$ cat config.mk
export PLATFORM = sky130hd
export DESIGN_NAME = length_prefixed_request_parser_core
export DESIGN_NICKNAME = d
export VERILOG_FILES = /design/src/rtl/lprp_pkg.sv /design/src/rtl/lprp_parse.sv /design/src/rtl/length_prefixed_request_parser_core.sv
export SDC_FILE = /design/constraint.sdc
export NUM_CORES = 1
export LEC_CHECK = 0
export BUFFER_PORTS_ARGS = -buffer_cell sky130_fd_sc_hd__buf_2
export CAP_MARGIN = 30
export CORE_MARGIN = 4
export CORE_UTILIZATION = 40
export CTS_BUF_LIST = sky130_fd_sc_hd__clkbuf_4 sky130_fd_sc_hd__clkbuf_8
export CTS_CLUSTER_SIZE = 12
export DETAILED_ROUTE_END_ITERATION = 8
export PLACE_DENSITY_LB_ADDON = 0.08
export SLEW_MARGIN = 20
export SYNTH_ARGS = -nofsm -noshare
export SYNTH_HDL_FRONTEND = slang
export SYNTH_SLANG_ARGS = --single-unit
$ cat constraint.sdc
create_clock -name i_clk -period 4.7 [get_ports i_clk]
set_input_delay 0.235 -clock i_clk [delete_from_list [all_inputs] [get_ports i_clk]]
set_output_delay 0.235 -clock i_clk [all_outputs]
set_load 0.02 [all_outputs]
$ cat src/rtl/lprp_pkg.sv
// ============================================================================
// lprp_pkg: shared types and codes for the length-prefixed request parser
// Holds the parse phase enum, the byte kind and status codes, and the
// request and result structs passed between the parser modules.
// ============================================================================
package lprp_pkg;

    typedef enum logic [2:0] {
        PH_VERSION = 3'd0,
        PH_COUNT   = 3'd1,
        PH_ARGLEN  = 3'd2,
        PH_ARGDATA = 3'd3,
        PH_DIRLEN  = 3'd4,
        PH_DIRDATA = 3'd5,
        PH_TAIL    = 3'd6
    } t_phase;

    // Byte kind and completed string kind codes.
    localparam logic [1:0] KIND_NONE = 2'd0;
    localparam logic [1:0] KIND_ARG  = 2'd1;
    localparam logic [1:0] KIND_DIR  = 2'd2;

    // Parse status codes.
    localparam logic [2:0] ST_OK            = 3'd0;
    localparam logic [2:0] ST_MISSING_VER   = 3'd1;
    localparam logic [2:0] ST_BAD_VER       = 3'd2;
    localparam logic [2:0] ST_MISSING_COUNT = 3'd3;
    localparam logic [2:0] ST_TRUNC_ARG     = 3'd4;
    localparam logic [2:0] ST_TRUNC_DIR     = 3'd5;
    localparam logic [2:0] ST_TRAILING      = 3'd6;

    // Version the register holds after reset.
    localparam logic [7:0] OPEN_VERSION = 8'd1;

    typedef struct packed {
        logic       has_byte;
        logic [7:0] data_byte;
        logic       end_of_payload;
    } t_req;

    typedef struct packed {
        logic [7:0]  byte_out;
        logic [1:0]  byte_kind;
        logic [31:0] arg_number;
        logic        string_complete;
        logic [1:0]  complete_kind;
        logic        parse_done;
        logic [2:0]  parse_status;
        logic [31:0] arg_total;
    } t_res;

endpackage

$ cat src/rtl/lprp_parse.sv
// ============================================================================
// lprp_parse: parse state and per-request step logic
// Holds the phase, prefix accumulator, counters and latched error, and
// computes the result of one request combinationally from the held request.
// ============================================================================
module lprp_parse #(
    parameter int LENGTH_BITS = 32
) (
    input  logic               i_clk,
    input  logic               i_rst_n,
    input  logic               i_fire,
    input  lprp_pkg::t_req     i_req,
    input  logic [7:0]         i_exp_ver,
    output lprp_pkg::t_res     o_res
);

    localparam int PREFIX_BYTES = (LENGTH_BITS + 7) / 8;
    // Byte count (mod 4) at which a prefix is complete.
    localparam logic [1:0] PFX_END = 2'(PREFIX_BYTES % 4);

    lprp_pkg::t_phase       r_phase, n_phase;
    logic [1:0]             r_wbc, n_wbc;
    logic [LENGTH_BITS-1:0] r_word, n_word;
    logic [LENGTH_BITS-1:0] r_left, n_left;
    logic [LENGTH_BITS-1:0] r_argc, n_argc;
    logic [LENGTH_BITS-1:0] r_total, n_total;
    logic [LENGTH_BITS-1:0] r_content, n_content;
    logic [2:0]             r_err, n_err;

    logic [1:0]             wbc_inc;
    logic                   pfx_done;
    logic [LENGTH_BITS-1:0] word_val;

    assign wbc_inc  = r_wbc + 2'd1;
    assign pfx_done = (wbc_inc == PFX_END);
    assign word_val = LENGTH_BITS'({r_word, i_req.data_byte});

    always_comb begin
        lprp_pkg::t_phase ph_after;
        logic [LENGTH_BITS-1:0] num;
        logic [1:0]  kind;
        logic        done_str;
        logic [1:0]  ckind;
        logic [2:0]  status;

        n_phase   = r_phase;
        n_wbc     = r_wbc;
        n_word    = r_word;
        n_left    = r_left;
        n_argc    = r_argc;
        n_total   = r_total;
        n_content = r_content;
        n_err     = r_err;
        num       = r_argc;
        kind      = lprp_pkg::KIND_NONE;
        done_str  = 1'b0;
        ckind     = lprp_pkg::KIND_NONE;

        if (i_req.has_byte && r_err == lprp_pkg::ST_OK) begin
            unique case (r_phase)
                lprp_pkg::PH_VERSION: begin
                    if (i_req.data_byte != i_exp_ver) begin
                        n_err = lprp_pkg::ST_BAD_VER;
                    end else begin
                        n_phase = lprp_pkg::PH_COUNT;
                        n_wbc   = 2'd0;
                        n_word  = '0;
                    end
                end
                lprp_pkg::PH_COUNT, lprp_pkg::PH_ARGLEN, lprp_pkg::PH_DIRLEN: begin
                    n_wbc  = pfx_done ? 2'd0 : wbc_inc;
                    n_word = pfx_done ? '0 : word_val;
                    if (pfx_done) begin
                        if (r_phase == lprp_pkg::PH_COUNT) begin
                            n_total = word_val;
                            n_left  = word_val;
                            n_argc  = '0;
                            num     = '0;
                            n_phase = (word_val != '0) ? lprp_pkg::PH_ARGLEN
                                                       : lprp_pkg::PH_DIRLEN;
                        end else begin
                            n_content = word_val;
                            if (word_val != '0) begin
                                n_phase = (r_phase == lprp_pkg::PH_ARGLEN)
                                          ? lprp_pkg::PH_ARGDATA : lprp_pkg::PH_DIRDATA;
                            end else if (r_phase == lprp_pkg::PH_ARGLEN) begin
                                done_str = 1'b1;
                                ckind    = lprp_pkg::KIND_ARG;
                                n_argc   = r_argc + LENGTH_BITS'(1);
                                n_left   = r_left - LENGTH_BITS'(1);
                                n_phase  = (r_left != LENGTH_BITS'(1))
                                           ? lprp_pkg::PH_ARGLEN : lprp_pkg::PH_DIRLEN;
                            end else begin
                                done_str = 1'b1;
                                ckind    = lprp_pkg::KIND_DIR;
                                n_phase  = lprp_pkg::PH_TAIL;
                            end
                        end
                    end
                end
                lprp_pkg::PH_ARGDATA: begin
                    kind      = lprp_pkg::KIND_ARG;
                    n_content = r_content - LENGTH_BITS'(1);
                    if (r_content == LENGTH_BITS'(1)) begin
                        done_str = 1'b1;
                        ckind    = lprp_pkg::KIND_ARG;
                        n_argc   = r_argc + LENGTH_BITS'(1);
                        n_left   = r_left - LENGTH_BITS'(1);
                        n_phase  = (r_left != LENGTH_BITS'(1))
                                   ? lprp_pkg::PH_ARGLEN : lprp_pkg::PH_DIRLEN;
                    end
                end
                lprp_pkg::PH_DIRDATA: begin
                    kind      = lprp_pkg::KIND_DIR;
                    n_content = r_content - LENGTH_BITS'(1);
                    if (r_content == LENGTH_BITS'(1)) begin
                        done_str = 1'b1;
                        ckind    = lprp_pkg::KIND_DIR;
                        n_phase  = lprp_pkg::PH_TAIL;
                    end
                end
                default: begin
                    n_err = lprp_pkg::ST_TRAILING;
                end
            endcase
        end

        ph_after = n_phase;
        status   = n_err;
        if (i_req.end_of_payload && n_err == lprp_pkg::ST_OK) begin
            unique case (ph_after)
                lprp_pkg::PH_VERSION: status = lprp_pkg::ST_MISSING_VER;
                lprp_pkg::PH_COUNT:   status = lprp_pkg::ST_MISSING_COUNT;
                lprp_pkg::PH_ARGLEN,
                lprp_pkg::PH_ARGDATA: status = lprp_pkg::ST_TRUNC_ARG;
                lprp_pkg::PH_DIRLEN,
                lprp_pkg::PH_DIRDATA: status = lprp_pkg::ST_TRUNC_DIR;
                default:              status = lprp_pkg::ST_OK;
            endcase
        end

        o_res.byte_out        = i_req.has_byte ? i_req.data_byte : 8'd0;
        o_res.byte_kind       = kind;
        o_res.arg_number      = 32'(num);
        o_res.string_complete = done_str;
        o_res.complete_kind   = ckind;
        o_res.parse_done      = i_req.end_of_payload;
        o_res.parse_status    = status;
        o_res.arg_total       = 32'(n_total);

        // The last request of a payload returns the parser to its start.
        if (i_req.end_of_payload) begin
            n_phase   = lprp_pkg::PH_VERSION;
            n_wbc     = 2'd0;
            n_word    = '0;
            n_left    = '0;
            n_argc    = '0;
            n_total   = '0;
            n_content = '0;
            n_err     = lprp_pkg::ST_OK;
        end
    end

    always_ff @(posedge i_clk) begin
        if (!i_rst_n) begin
            r_phase   <= lprp_pkg::PH_VERSION;
            r_wbc     <= 2'd0;
            r_word    <= '0;
            r_left    <= '0;
            r_argc    <= '0;
            r_total   <= '0;
            r_content <= '0;
            r_err     <= lprp_pkg::ST_OK;
        end else if (i_fire) begin
            r_phase   <= n_phase;
            r_wbc     <= n_wbc;
            r_word    <= n_word;
            r_left    <= n_left;
            r_argc    <= n_argc;
            r_total   <= n_total;
            r_content <= n_content;
            r_err     <= n_err;
        end
    end

    // Completed plus remaining arguments always add up to the decoded count.
    a_arg_balance: assert property (@(posedge i_clk) disable iff (!i_rst_n)
        (r_argc + r_left) == r_total)
        else $error("argument counters out of balance");

    // A content phase is only entered with bytes still to come.
    a_content_nonzero: assert property (@(posedge i_clk) disable iff (!i_rst_n)
        (r_phase == lprp_pkg::PH_ARGDATA || r_phase == lprp_pkg::PH_DIRDATA)
        |-> r_content != '0)
        else $error("content phase with nothing remaining");

    // A latched error holds until the last request of the payload.
    a_err_latched: assert property (@(posedge i_clk) disable iff (!i_rst_n)
        (r_err != lprp_pkg::ST_OK && !(i_fire && i_req.end_of_payload))
        |=> r_err == $past(r_err))
        else $error("latched error changed before end of payload");

endmodule

$ cat src/rtl/length_prefixed_request_parser_core.sv
// ============================================================================
// length_prefixed_request_parser_core: streaming request payload parser
// Parses a version byte, a big-endian argument count, the length-prefixed
// argument strings and a length-prefixed directory string, one byte per
// request, and tags every byte with its role and the running status.
// ============================================================================
//
//  Channel   Signals                                        Direction
//  --------  ---------------------------------------------  ---------
//  request   i_in_valid, o_in_stall, i_has_byte,            in
//            i_data_byte, i_end_of_payload
//  result    o_out_valid, i_out_stall, o_byte_out, ...      out
//  config    i_cfg_we, i_cfg_data (expected version)        in
//
// One request is accepted per cycle while o_in_stall is low. It is held in the request
// register, then the step logic writes the result register, which drives the
// outputs. The step logic is combinational, so a new request is taken while
// the held one moves into the result register.
// Reset is synchronous and active low; the expected version returns to 1.
// A stalled result holds the result register, which holds the request
// register, and only then is the upstream side stalled.
//
module length_prefixed_request_parser_core #(
    parameter int LENGTH_BITS = 32
) (
    input  logic        i_clk,
    input  logic        i_rst_n,
    input  logic        i_cfg_we,
    input  logic [7:0]  i_cfg_data,
    input  logic        i_in_valid,
    output logic        o_in_stall,
    input  logic        i_has_byte,
    input  logic [7:0]  i_data_byte,
    input  logic        i_end_of_payload,
    output logic        o_out_valid,
    input  logic        i_out_stall,
    output logic [7:0]  o_byte_out,
    output logic [1:0]  o_byte_kind,
    output logic [31:0] o_arg_number,
    output logic        o_string_complete,
    output logic [1:0]  o_complete_kind,
    output logic        o_parse_done,
    output logic [2:0]  o_parse_status,
    output logic [31:0] o_arg_total
);

    logic [7:0]      r_exp_ver;
    logic            r_in_valid, n_in_valid;
    lprp_pkg::t_req  r_in;
    logic            r_out_valid, n_out_valid;
    lprp_pkg::t_res  r_out;
    lprp_pkg::t_res  step_res;

    logic out_adv;
    logic fire;
    logic in_acc;

    // The result register can take a new value when it is empty or being read.
    assign out_adv    = !r_out_valid || !i_out_stall;
    // The held request is processed in the cycle it moves into the result register.
    assign fire       = r_in_valid && out_adv;
    assign o_in_stall = r_in_valid && !out_adv;
    assign in_acc     = i_in_valid && !o_in_stall;

    always_comb begin
        n_in_valid = r_in_valid;
        if (in_acc) begin
            n_in_valid = 1'b1;
        end else if (fire) begin
            n_in_valid = 1'b0;
        end
        n_out_valid = r_out_valid;
        if (out_adv) begin
            n_out_valid = fire;
        end
    end

    always_ff @(posedge i_clk) begin
        if (!i_rst_n) begin
            r_exp_ver   <= lprp_pkg::OPEN_VERSION;
            r_in_valid  <= 1'b0;
            r_out_valid <= 1'b0;
        end else begin
            if (i_cfg_we) begin
                r_exp_ver <= i_cfg_data;
            end
            r_in_valid  <= n_in_valid;
            r_out_valid <= n_out_valid;
        end
    end

    // Payload registers carry no reset.
    always_ff @(posedge i_clk) begin
        if (in_acc) begin
            r_in.has_byte       <= i_has_byte;
            r_in.data_byte      <= i_data_byte;
            r_in.end_of_payload <= i_end_of_payload;
        end
        if (fire) begin
            r_out <= step_res;
        end
    end

    lprp_parse #(
        .LENGTH_BITS(LENGTH_BITS)
    ) u_parse (
        .i_clk     (i_clk),
        .i_rst_n   (i_rst_n),
        .i_fire    (fire),
        .i_req     (r_in),
        .i_exp_ver (r_exp_ver),
        .o_res     (step_res)
    );

    assign o_out_valid       = r_out_valid;
    assign o_byte_out        = r_out.byte_out;
    assign o_byte_kind       = r_out.byte_kind;
    assign o_arg_number      = r_out.arg_number;
    assign o_string_complete = r_out.string_complete;
    assign o_complete_kind   = r_out.complete_kind;
    assign o_parse_done      = r_out.parse_done;
    assign o_parse_status    = r_out.parse_status;
    assign o_arg_total       = r_out.arg_total;

endmodule

Word level (Yosys, flattened, before mapping). Index checks and enable logic that the tools add are counted.

Add/subtract/negate cells: 4. Equality and inequality tests: 19. Mux-type cells: 74. Reductions and logical operators: 29.

Operators with widths (number): 32-bit 2-to-1 mux (27); 32-bit one-hot mux with 2 select lines (3); 24-bit 2-to-1 mux (4); 32-bit by 1-bit subtractor with 32-bit output, second input constant (2); 3-bit 2-to-1 mux (16); 24-bit one-hot mux with 2 select lines (1); 32-bit by 1-bit adder with 32-bit output, second input constant (1); 32-bit by 1-bit equality test with 1-bit output, second input constant (1); 32-bit by 1-bit inequality test with 1-bit output, second input constant (1); 32-bit nonzero test (1); 3-bit one-hot mux with 4 select lines (2); 2-bit 2-to-1 mux (9); 3-bit by 2-bit equality test with 1-bit output, second input constant (4); 3-bit equality test, second input constant (4); 3-bit logical NOT (4); 3-bit nonzero test (3); 8-bit inequality test (1); 2-bit one-hot mux with 2 select lines (2); 1-bit 2-to-1 mux (7); 7-bit AND reduction (1); 3-bit by 1-bit equality test with 1-bit output, second input constant (2); 3-bit by 2-bit inequality test with 1-bit output, second input constant (2); 3-bit inequality test, second input constant (2); 2-bit one-hot mux with 3 select lines (1); other kinds (15) (25).

Flip-flop bits (word level): 261. Input bits: 23. Output and inout bits: 83. Word-level logic and storage cells: 148.

Logic depth before layout (Yosys ltp). Gate-level depths: netlist of the first run.

Word-level depth: 12. Gate-level depth with buffers: 11. Depth with buffers taken out: 10.

Modules after synthesis. A second synthesis of the first run with hierarchy kept.

Cell total of the unflattened synthesis: 1362. Area total of the unflattened synthesis: 12709.7 sq um.

Modules (own cells, without submodules): lprp_parse (times used 1, cells an instance 1238, area an instance 9599.2 sq um, sequential area each 3203.1 sq um); length_prefixed_request_parser_core (times used 1, cells an instance 124, area an instance 3110.5 sq um, sequential area each 2932.8 sq um).

Least setup slack after synthesis of the first run. Ideal clock, no wire load.

Kind: flip-flop to flip-flop. Start: register r_out_valid, in the netlist o_out_valid. End: register u_parse.r_argc[29]. Library setup time: 0.117 ns. Arrival: 3.264 ns. Data required time: 4.583 ns. Setup slack: 1.319 ns. Cell stages (with the launch flop): 10. Buffers on the path: 1. Period minus slack after synthesis: 3.381 ns. Path through: dfxtp_1 > nand2_1 > nand2_1 > inv_1 > nand2_1 > a21boi_1 > buf_6 > nor4_4 > xnor2_1 > nor2_1.

Longest elaborated chain between the ends: 4.

Ends and longest elaborated chain: start, declared (RTL line length_prefixed_request_parser_core.sv:50) `logic r_out_valid, n_out_valid;`; start signal, assigned (RTL line length_prefixed_request_parser_core.sv:88) `r_out_valid <= n_out_valid;`; 1-bit logical NOT (RTL line length_prefixed_request_parser_core.sv:59) `assign out_adv = !r_out_valid || !i_out_stall;`; 1-bit logical OR (RTL line length_prefixed_request_parser_core.sv:59); 1-bit logical AND (RTL line length_prefixed_request_parser_core.sv:61) `assign fire = r_in_valid && out_adv;`; net fire (RTL line length_prefixed_request_parser_core.sv:55) `logic fire;`; 7-bit AND reduction (no line); end signal, assigned (RTL line lprp_parse.sv:179) `r_argc <= n_argc;`; end, declared (RTL line lprp_parse.sv:25) `logic [LENGTH_BITS-1:0] r_argc, n_argc;`.

The timed path passes the listed nets, and every way through them passes these cells. A chain may end at the register's enable or synchronous reset.

Worst setup path in the final report of the first run.
Start: register u_parse.r_phase[1]. End: register u_parse.r_left[1].

Longest elaborated chain between the ends: 6. Elaborated cells between the ends (all ways): 16. Classes of those cells: 8 x eq/ne; 5 x mux; 3 x reduce/logical.

Ends and longest elaborated chain: start, declared (RTL line lprp_parse.sv:21) `lprp_pkg::t_phase r_phase, n_phase;`; start signal, assigned (RTL line lprp_parse.sv:166) `r_phase <= lprp_pkg::PH_VERSION;`; start signal, assigned (RTL line lprp_parse.sv:175) `r_phase <= n_phase;`; 3-bit by 1-bit equality test with 1-bit output (RTL line lprp_parse.sv:60, lprp_parse.sv:74); 32-bit 2-to-1 mux (RTL line lprp_parse.sv:74) `if (r_phase == lprp_pkg::PH_COUNT) begin`; 32-bit 2-to-1 mux (RTL line lprp_parse.sv:73) `if (pfx_done) begin`; 32-bit one-hot mux with 2 select lines (RTL line lprp_parse.sv:60) `unique case (r_phase)`; 32-bit 2-to-1 mux (RTL line lprp_parse.sv:59) `if (i_req.has_byte && r_err == lprp_pkg::ST_OK) begin`; 32-bit 2-to-1 mux (RTL line lprp_parse.sv:152) `if (i_req.end_of_payload) begin`; end signal, assigned (RTL line lprp_parse.sv:178) `r_left <= n_left;`; end, declared (RTL line lprp_parse.sv:24) `logic [LENGTH_BITS-1:0] r_left, n_left;`.

Parallel ways exist; a longest one is shown, timed or not. The select of a mux whose other input is x is not followed.

==> flow_summary.yaml, run 1 <==
outcome:
  status: "finished clean"
critical_path:
  cpPeakStageDelay_ns: 0.85
  worstPathCellList: "nand2b_1 > and2_1 > a2111oi_4 > nor3_2 > a21boi_2 > nor2_1 > a32o_1"
  cp_top_family: "compound AO/OA/AOI/OAI gates"
  crit_fanout: 16
  cp_data_arrival_time_ns: 3.98
  critical_path_class: "flip-flop to flip-flop"
  endpoint_kind: "flip-flop"
  crit_path_start_kind: "flip-flop"
  worstPathRequired_ns: 5.13
  cp_slowest_cell: "a2111oi_4"
  cp_num_buf_inv: 0
final_layout:
  fin_util_pct: 48.16
  multiInputGateArea_sq_um: 5824
  drive_gt1_share_pct: 19.11
  area_delta_synth_final_pct: 17.46
  n_antenna_cell: 0
  layout.cells.non_filler: 1845
  layout.nets: 1446
  fillers: 2889
  regArea_sq_um: 6136
clocking:
  clockBufferDepth: 3
  cts-buffers-inserted: 48
  cts_tree: "built"
  htreeDepth: 2
  clk_latency_ns: 0.57
  clock-sinks: 261
  clock-root-buffer: "clkbuf_8"
  clk_pin_slew_ns: 0.06
synth:
  synth.distinct_cells: 68
  synth_edf_count: 91
  netlist_area_sq_um: 12310
  syn_inst: 1298
  seq_area_frac_synth_pct: 49.83
  ys.warnings.count: 0
  synth_fp_nets: 1327
  ys_seq_elements: 261
  yosys_most_used_dff: "dfxtp_1"
  synth.avg_cell_area_sq_um: 9.486
  async_flop_share_pct: 0
global_routing:
  grt_pass1_vias: 9867
  grt.overflow.total: 0
  grtUsageTotal_pct: 20.08
  antenna_found_initial: 0
  use_met2_pct: 33.43
  met1_usage_pct: 26.55
  grt_max_degree: 99
  met3_usage_pct: 3.779
  grt_pass1_wl_mm: 54.59
  busiest_layer: "met2"
detailed_routing:
  vias: 10167
  routedWlPerCell_um: 18.79
  via_per_inst: 5.511
  postRouteWirelength_mm: 34.67
  drt_first_iter_violations: 710
  ant_nets: 0
  drcViolationCount: 0
  dr.pass1.iters: 5
timing:
  min_period_over_period_pct: 75.42
  worst_pin_slew_ns: 0.9401
  finalHoldViolCount: 0
  fin_skew_ns: 0.02802
  drv_slew: 0
  setup-tns-final_ns: 0
  clock.fmax_mhz: 282.1
  setup_viol_count_final: 0
  grt_setup_unrepaired: "false"
  fin_crit_ns: 3.545
  max_slew_margin_pct: 37.33
power_and_ir_drop:
  leakagePower_nw: 5.274
  irDropWorstVdd_mv: 0.2581
  power_mw: 5.244
  powerDensity_nw_per_um2: 362.6
die:
  die-width_um: 183.5
  rows: 63
  die_area_sq_um: 33650
  die_h_um: 183.5
  fp.coreArea_sq_um: 30030
  io_pins: 106
  initial_core_util_pct: 41.00
placed_design:
  placedCellCount: 1737
  io_buffers: 105
  routabilityCongestion: 0.8461
  hpwl_mm: 21.82
min_path:
  hold_path_class: "input port to flip-flop"
job:
  drv_cap: 0
## state kept, by name, indices dropped and copies added, names as in the netlist, 3 cells and up
register           flops
u_parse.r_argc        32
u_parse.r_word        24
u_parse.r_phase        3
u_parse.r_err          3
o_arg_total           32
o_byte_out             8
r_exp_ver              8
u_parse.r_content     32
u_parse.r_left        32
o_parse_status         3
o_arg_number          32
u_parse.r_total       32
r_in                  10
## cells in the mapped netlist, drive strengths merged, types with 4 or more instances
cell type	count	area, sq um
o31ai	6	45.04
xor2	25	219.0
nor3	42	220.2
nor4	40	301.5
o221a	8	90.09
a31oi	12	75.07
a21oi	70	350.3
o21a	4	30.03
and3	12	75.07
nand2	71	266.5
xnor2	13	113.9
edfxtp	91	2733
nor2	117	439.2
clkbuf	66	247.7
mux2	32	360.4
inv	14	52.55
nor3b	5	37.54
nand4	26	175.2
nor2b	59	369.1
a22oi	43	322.8
ha	6	75.07
dfxtp	170	3403
a21boi	38	285.3
and2	56	350.3
nand3	48	240.2
mux2i	11	110.1
o21ai	104	524.3
buf	14	75.07
and4	4	35.03
or3	17	106.4
nand2b	30	187.7
## timing repair
action | CTS | global route
resized for setup | 0 | 0
hold buffers | 20 | 0
buffers inserted | 0 | 0
endpoints found under the hold margin | 20 | 0
## worst reg2reg max path: stages, from the launching register on
cell and delay [ns]:
dfxtp_1 0.64, nand2b_1 0.24, and2_1 0.26, a2111oi_4 0.85
nor3_2 0.19, a21boi_2 0.62, nor2_1 0.30, a32o_1 0.32
## final timing paths
kind	slack, ns	endpoint	from	cells after the start
worst max-delay path	1.16	u_parse.r_left[1]	u_parse.r_phase[1]	7
worst min-delay path	0.09	r_exp_ver[0]	i_cfg_we	3
worst min register to register	0.47	u_parse.r_left[6]	u_parse.r_left[6]	2
worst max register to register	1.16	u_parse.r_left[1]	u_parse.r_phase[1]	7
## layer usage
metal,wire (um),share of wire (%)
met1,15850,46
met2,16220,47
met3,1652,4.8
met4,941,2.7
met5,0,0
## through the flow
step	instance area (sq um)	worst slack (ns)	hold WS [ns]
2_1_floorplan	12310	1.319	0.3339
3_3_place_gp	13210	1.249	0.4121
3_5_place_dp	13210	1.252	0.4131
4_1_cts	14460	1.200	0.05232
5_1_grt	14460	0.8783	0.05873
6_report	14460	1.155	0.08757
## cell usage in the layout, fill, tap and decap left out, drive strengths merged, types with 12 or more instances in the layout
master and n:
nand2b 30, inv 14, nor2b 59, a31oi 12
nor4 40, nand2 71, dfxtp 170, nor3 42
and3 12, nand3 48, o21ai 104, mux2 32
dlygate4sd3 20, and2 56, xnor2 13, a21oi 70
a22oi 43, clkbuf 79, buf 129, edfxtp 91
xor2 25, a21boi 38, nand4 26, nor2 117
or3 17
## area by class of cell
cell class / count / area share [%]
inverter: 15 / 0.3980
tap: 390 / 3.374
sequential: 261 / 42.43
clock buffer: 79 / 6.610
clock inverter: 9 / 0.6575
multi-input combinational: 942 / 40.27
timing repair buffer: 149 / 6.264
## power by group
| part | internal (mW) | switching [mW] |
|---|---|---|
| Clock | 1.39 | 0.960 |
| Sequential | 2.39 | 0.0415 |
| Combinational | 0.166 | 0.297 |
## cells by family after synthesis
group / count (synthesis) / share of synthesized area, %
compound gates: 316 / 16.36
xor+xnor: 38 / 2.703
flops: 261 / 49.83
mux: 43 / 3.821
buf+inv: 95 / 3.079
simple gates: 539 / 23.60
fa+ha+maj: 6 / 0.6097
(Power assumes the default switching activity.)
==> run 2: changes to the inputs <==
==> constraint.sdc (replaced) <==
create_clock -name i_clk -period 3.7 [get_ports i_clk]
set_input_delay 0.185 -clock i_clk [delete_from_list [all_inputs] [get_ports i_clk]]
set_output_delay 0.185 -clock i_clk [all_outputs]
set_load 0.02 [all_outputs]
==> flow_summary.yaml, run 2 (synthesized netlist as in run 1, its figures left out) <==
outcome:
  status: "finished clean"
timing:
  holdWs_ns: 0.07155
  setup-tns-final_ns: 0
  min_period_over_period_pct: 84.51
  max_slew_margin_pct: 36.74
  worst_pin_slew_ns: 0.9489
  setup_viol_count_final: 0
  fin_skew_ns: 0.03114
  drv_slew: 0
  clock.fmax_mhz: 319.8
  finalHoldViolCount: 0
  fin_crit_ns: 3.127
  grt_setup_unrepaired: "false"
detailed_routing:
  dr.pass1.iters: 5
  ant_nets: 0
  postRouteWirelength_mm: 34.96
  via_per_inst: 5.506
  vias: 10263
  drcViolationCount: 0
  drt_first_iter_violations: 769
  routedWlPerCell_um: 18.75
clocking:
  clk_pin_slew_ns: 0.06
  cts_tree: "built"
  clockBufferDepth: 3
  clk_latency_ns: 0.56
  clock-root-buffer: "clkbuf_8"
  htreeDepth: 2
  post-cts-setup-buffers: 0
  cts-buffers-inserted: 47
  clock-sinks: 261
min_path:
  hold_path_class: "input port to flip-flop"
  hp-start: "i_cfg_we"
  hold_depth: 3
  min_to: "r_exp_ver[4]"
final_layout:
  area_delta_synth_final_pct: 18.80
  mostFrequentLayoutCells: "dfxtp_1 (170), nor2_1 (115), buf_2 (105)"
  layout.nets: 1465
  layout_commonest_cell: "dfxtp_1"
  n_antenna_cell: 0
  drive_gt1_share_pct: 20.08
critical_path:
  worstPathCellList: "clkinv_1 > nor2_1 > a2111oi_4 > nor3_2 > a22o_4 > nand4_2 > or3_1 > a21oi_1"
  cp_num_buf_inv: 1
  cpPeakStageDelay_ns: 0.59
  cp_data_arrival_time_ns: 3.62
  cp_slowest_cell: "dfxtp_1"
  endpoint_kind: "flip-flop"
  reg2regPathDepth: 8
  cp_top_family: "simple AND/OR/NAND/NOR gates"
  r2r_slack_ns: 0.57
  r2r_start: "u_parse.r_phase[0]"
  timing.rr.end: "u_parse.r_argc[28]"
  crit_path_start_kind: "flip-flop"
  critical_path_class: "flip-flop to flip-flop"
  worstPathRequired_ns: 4.19
  crit_fanout: 26
global_routing:
  grt.overflow.total: 0
  grt_max_degree: 98
  grt_pass1_vias: 9807
  grtUsageTotal_pct: 20.35
  antenna_found_initial: 1
  grt_pass1_wl_mm: 55.14
die:
  io_pins: 106
  initial_core_util_pct: 41.00
  die_area_sq_um: 33650
  rows: 63
  die_h_um: 183.5
  die-width_um: 183.5
  fp.coreArea_sq_um: 30030
placed_design:
  hpwl_mm: 22.28
  routabilityCongestion: 0.8356
  io_buffers: 105
job:
  drv_cap: 0
power_and_ir_drop:
  irDropWorstVdd_mv: 0.2362
  powerDensity_nw_per_um2: 454.6
  leakagePower_nw: 5.370
## run 2: tightest hold or removal path, cell delays in order
cell and delay (ns):
buf_2 0.18, mux2i_1 0.16, nor2b_1 0.06
## run 2: layer usage
metal / vias up / GRT usage, % / wire (um)
met5: - / 0 / 15
met4: 2 / 5.810 / 894
met3: 71 / 3.641 / 1774
met2: 259 / 33.58 / 16260
met1: 4902 / 27.54 / 16020
li1: 5029 / - / -
## run 2: what timing repair did
action,4_1_cts,5_1_grt
endpoints found under the hold margin,20,0
endpoints found under the setup margin,0,0
hold buffers,21,0
resized for setup,0,0
## run 2: area by class of cell
cell class / instances / area (sq um)
Clock buffer: 79 / 987.2
Timing Repair Buffer: 169 / 1071
Clock inverter: 8 / 66.31
Sequential cell: 261 / 6136
Fill cell: 2861 / 15400
Tap cell: 390 / 488.0
Multi-Input combinational cell: 942 / 5822
Inverter: 15 / 57.56
## run 2: worst max path at each step
stage | from | to | cells past startpoint
final | u_parse.r_phase[0] | u_parse.r_argc[28] | 8
after global placement | u_parse.r_phase[1] | u_parse.r_left[27] | 7
after detailed placement | r_in[6] | u_parse.r_left[20] | 10
after global routing | u_parse.r_phase[0] | u_parse.r_argc[28] | 8
after CTS | r_in[6] | u_parse.r_argc[28] | 9
after floorplan | o_out_valid | u_parse.r_argc[29] | 9
## run 2: stage by stage
stage | cells | utilization (%) | setup WS (ns) | cell area (sq um) | power, mW
after floorplan | 1298 | - | 0.3187 | 12310 | 3.542
after global placement | 1755 | 44.47 | 0.6367 | 13360 | 3.735
after detailed placement | 1756 | 44.50 | 0.5944 | 13360 | 3.738
after CTS | 1864 | 48.71 | 0.5723 | 14630 | 6.740
after global routing | 1864 | 48.71 | 0.3070 | 14630 | 6.949
final | 1864 | 48.71 | 0.5730 | 14630 | 6.649
## run 2: power breakdown
group / internal, mW / switching, mW
clock network: 1.75 / 1.20
logic: 0.220 / 0.394
registers: 3.03 / 0.0506
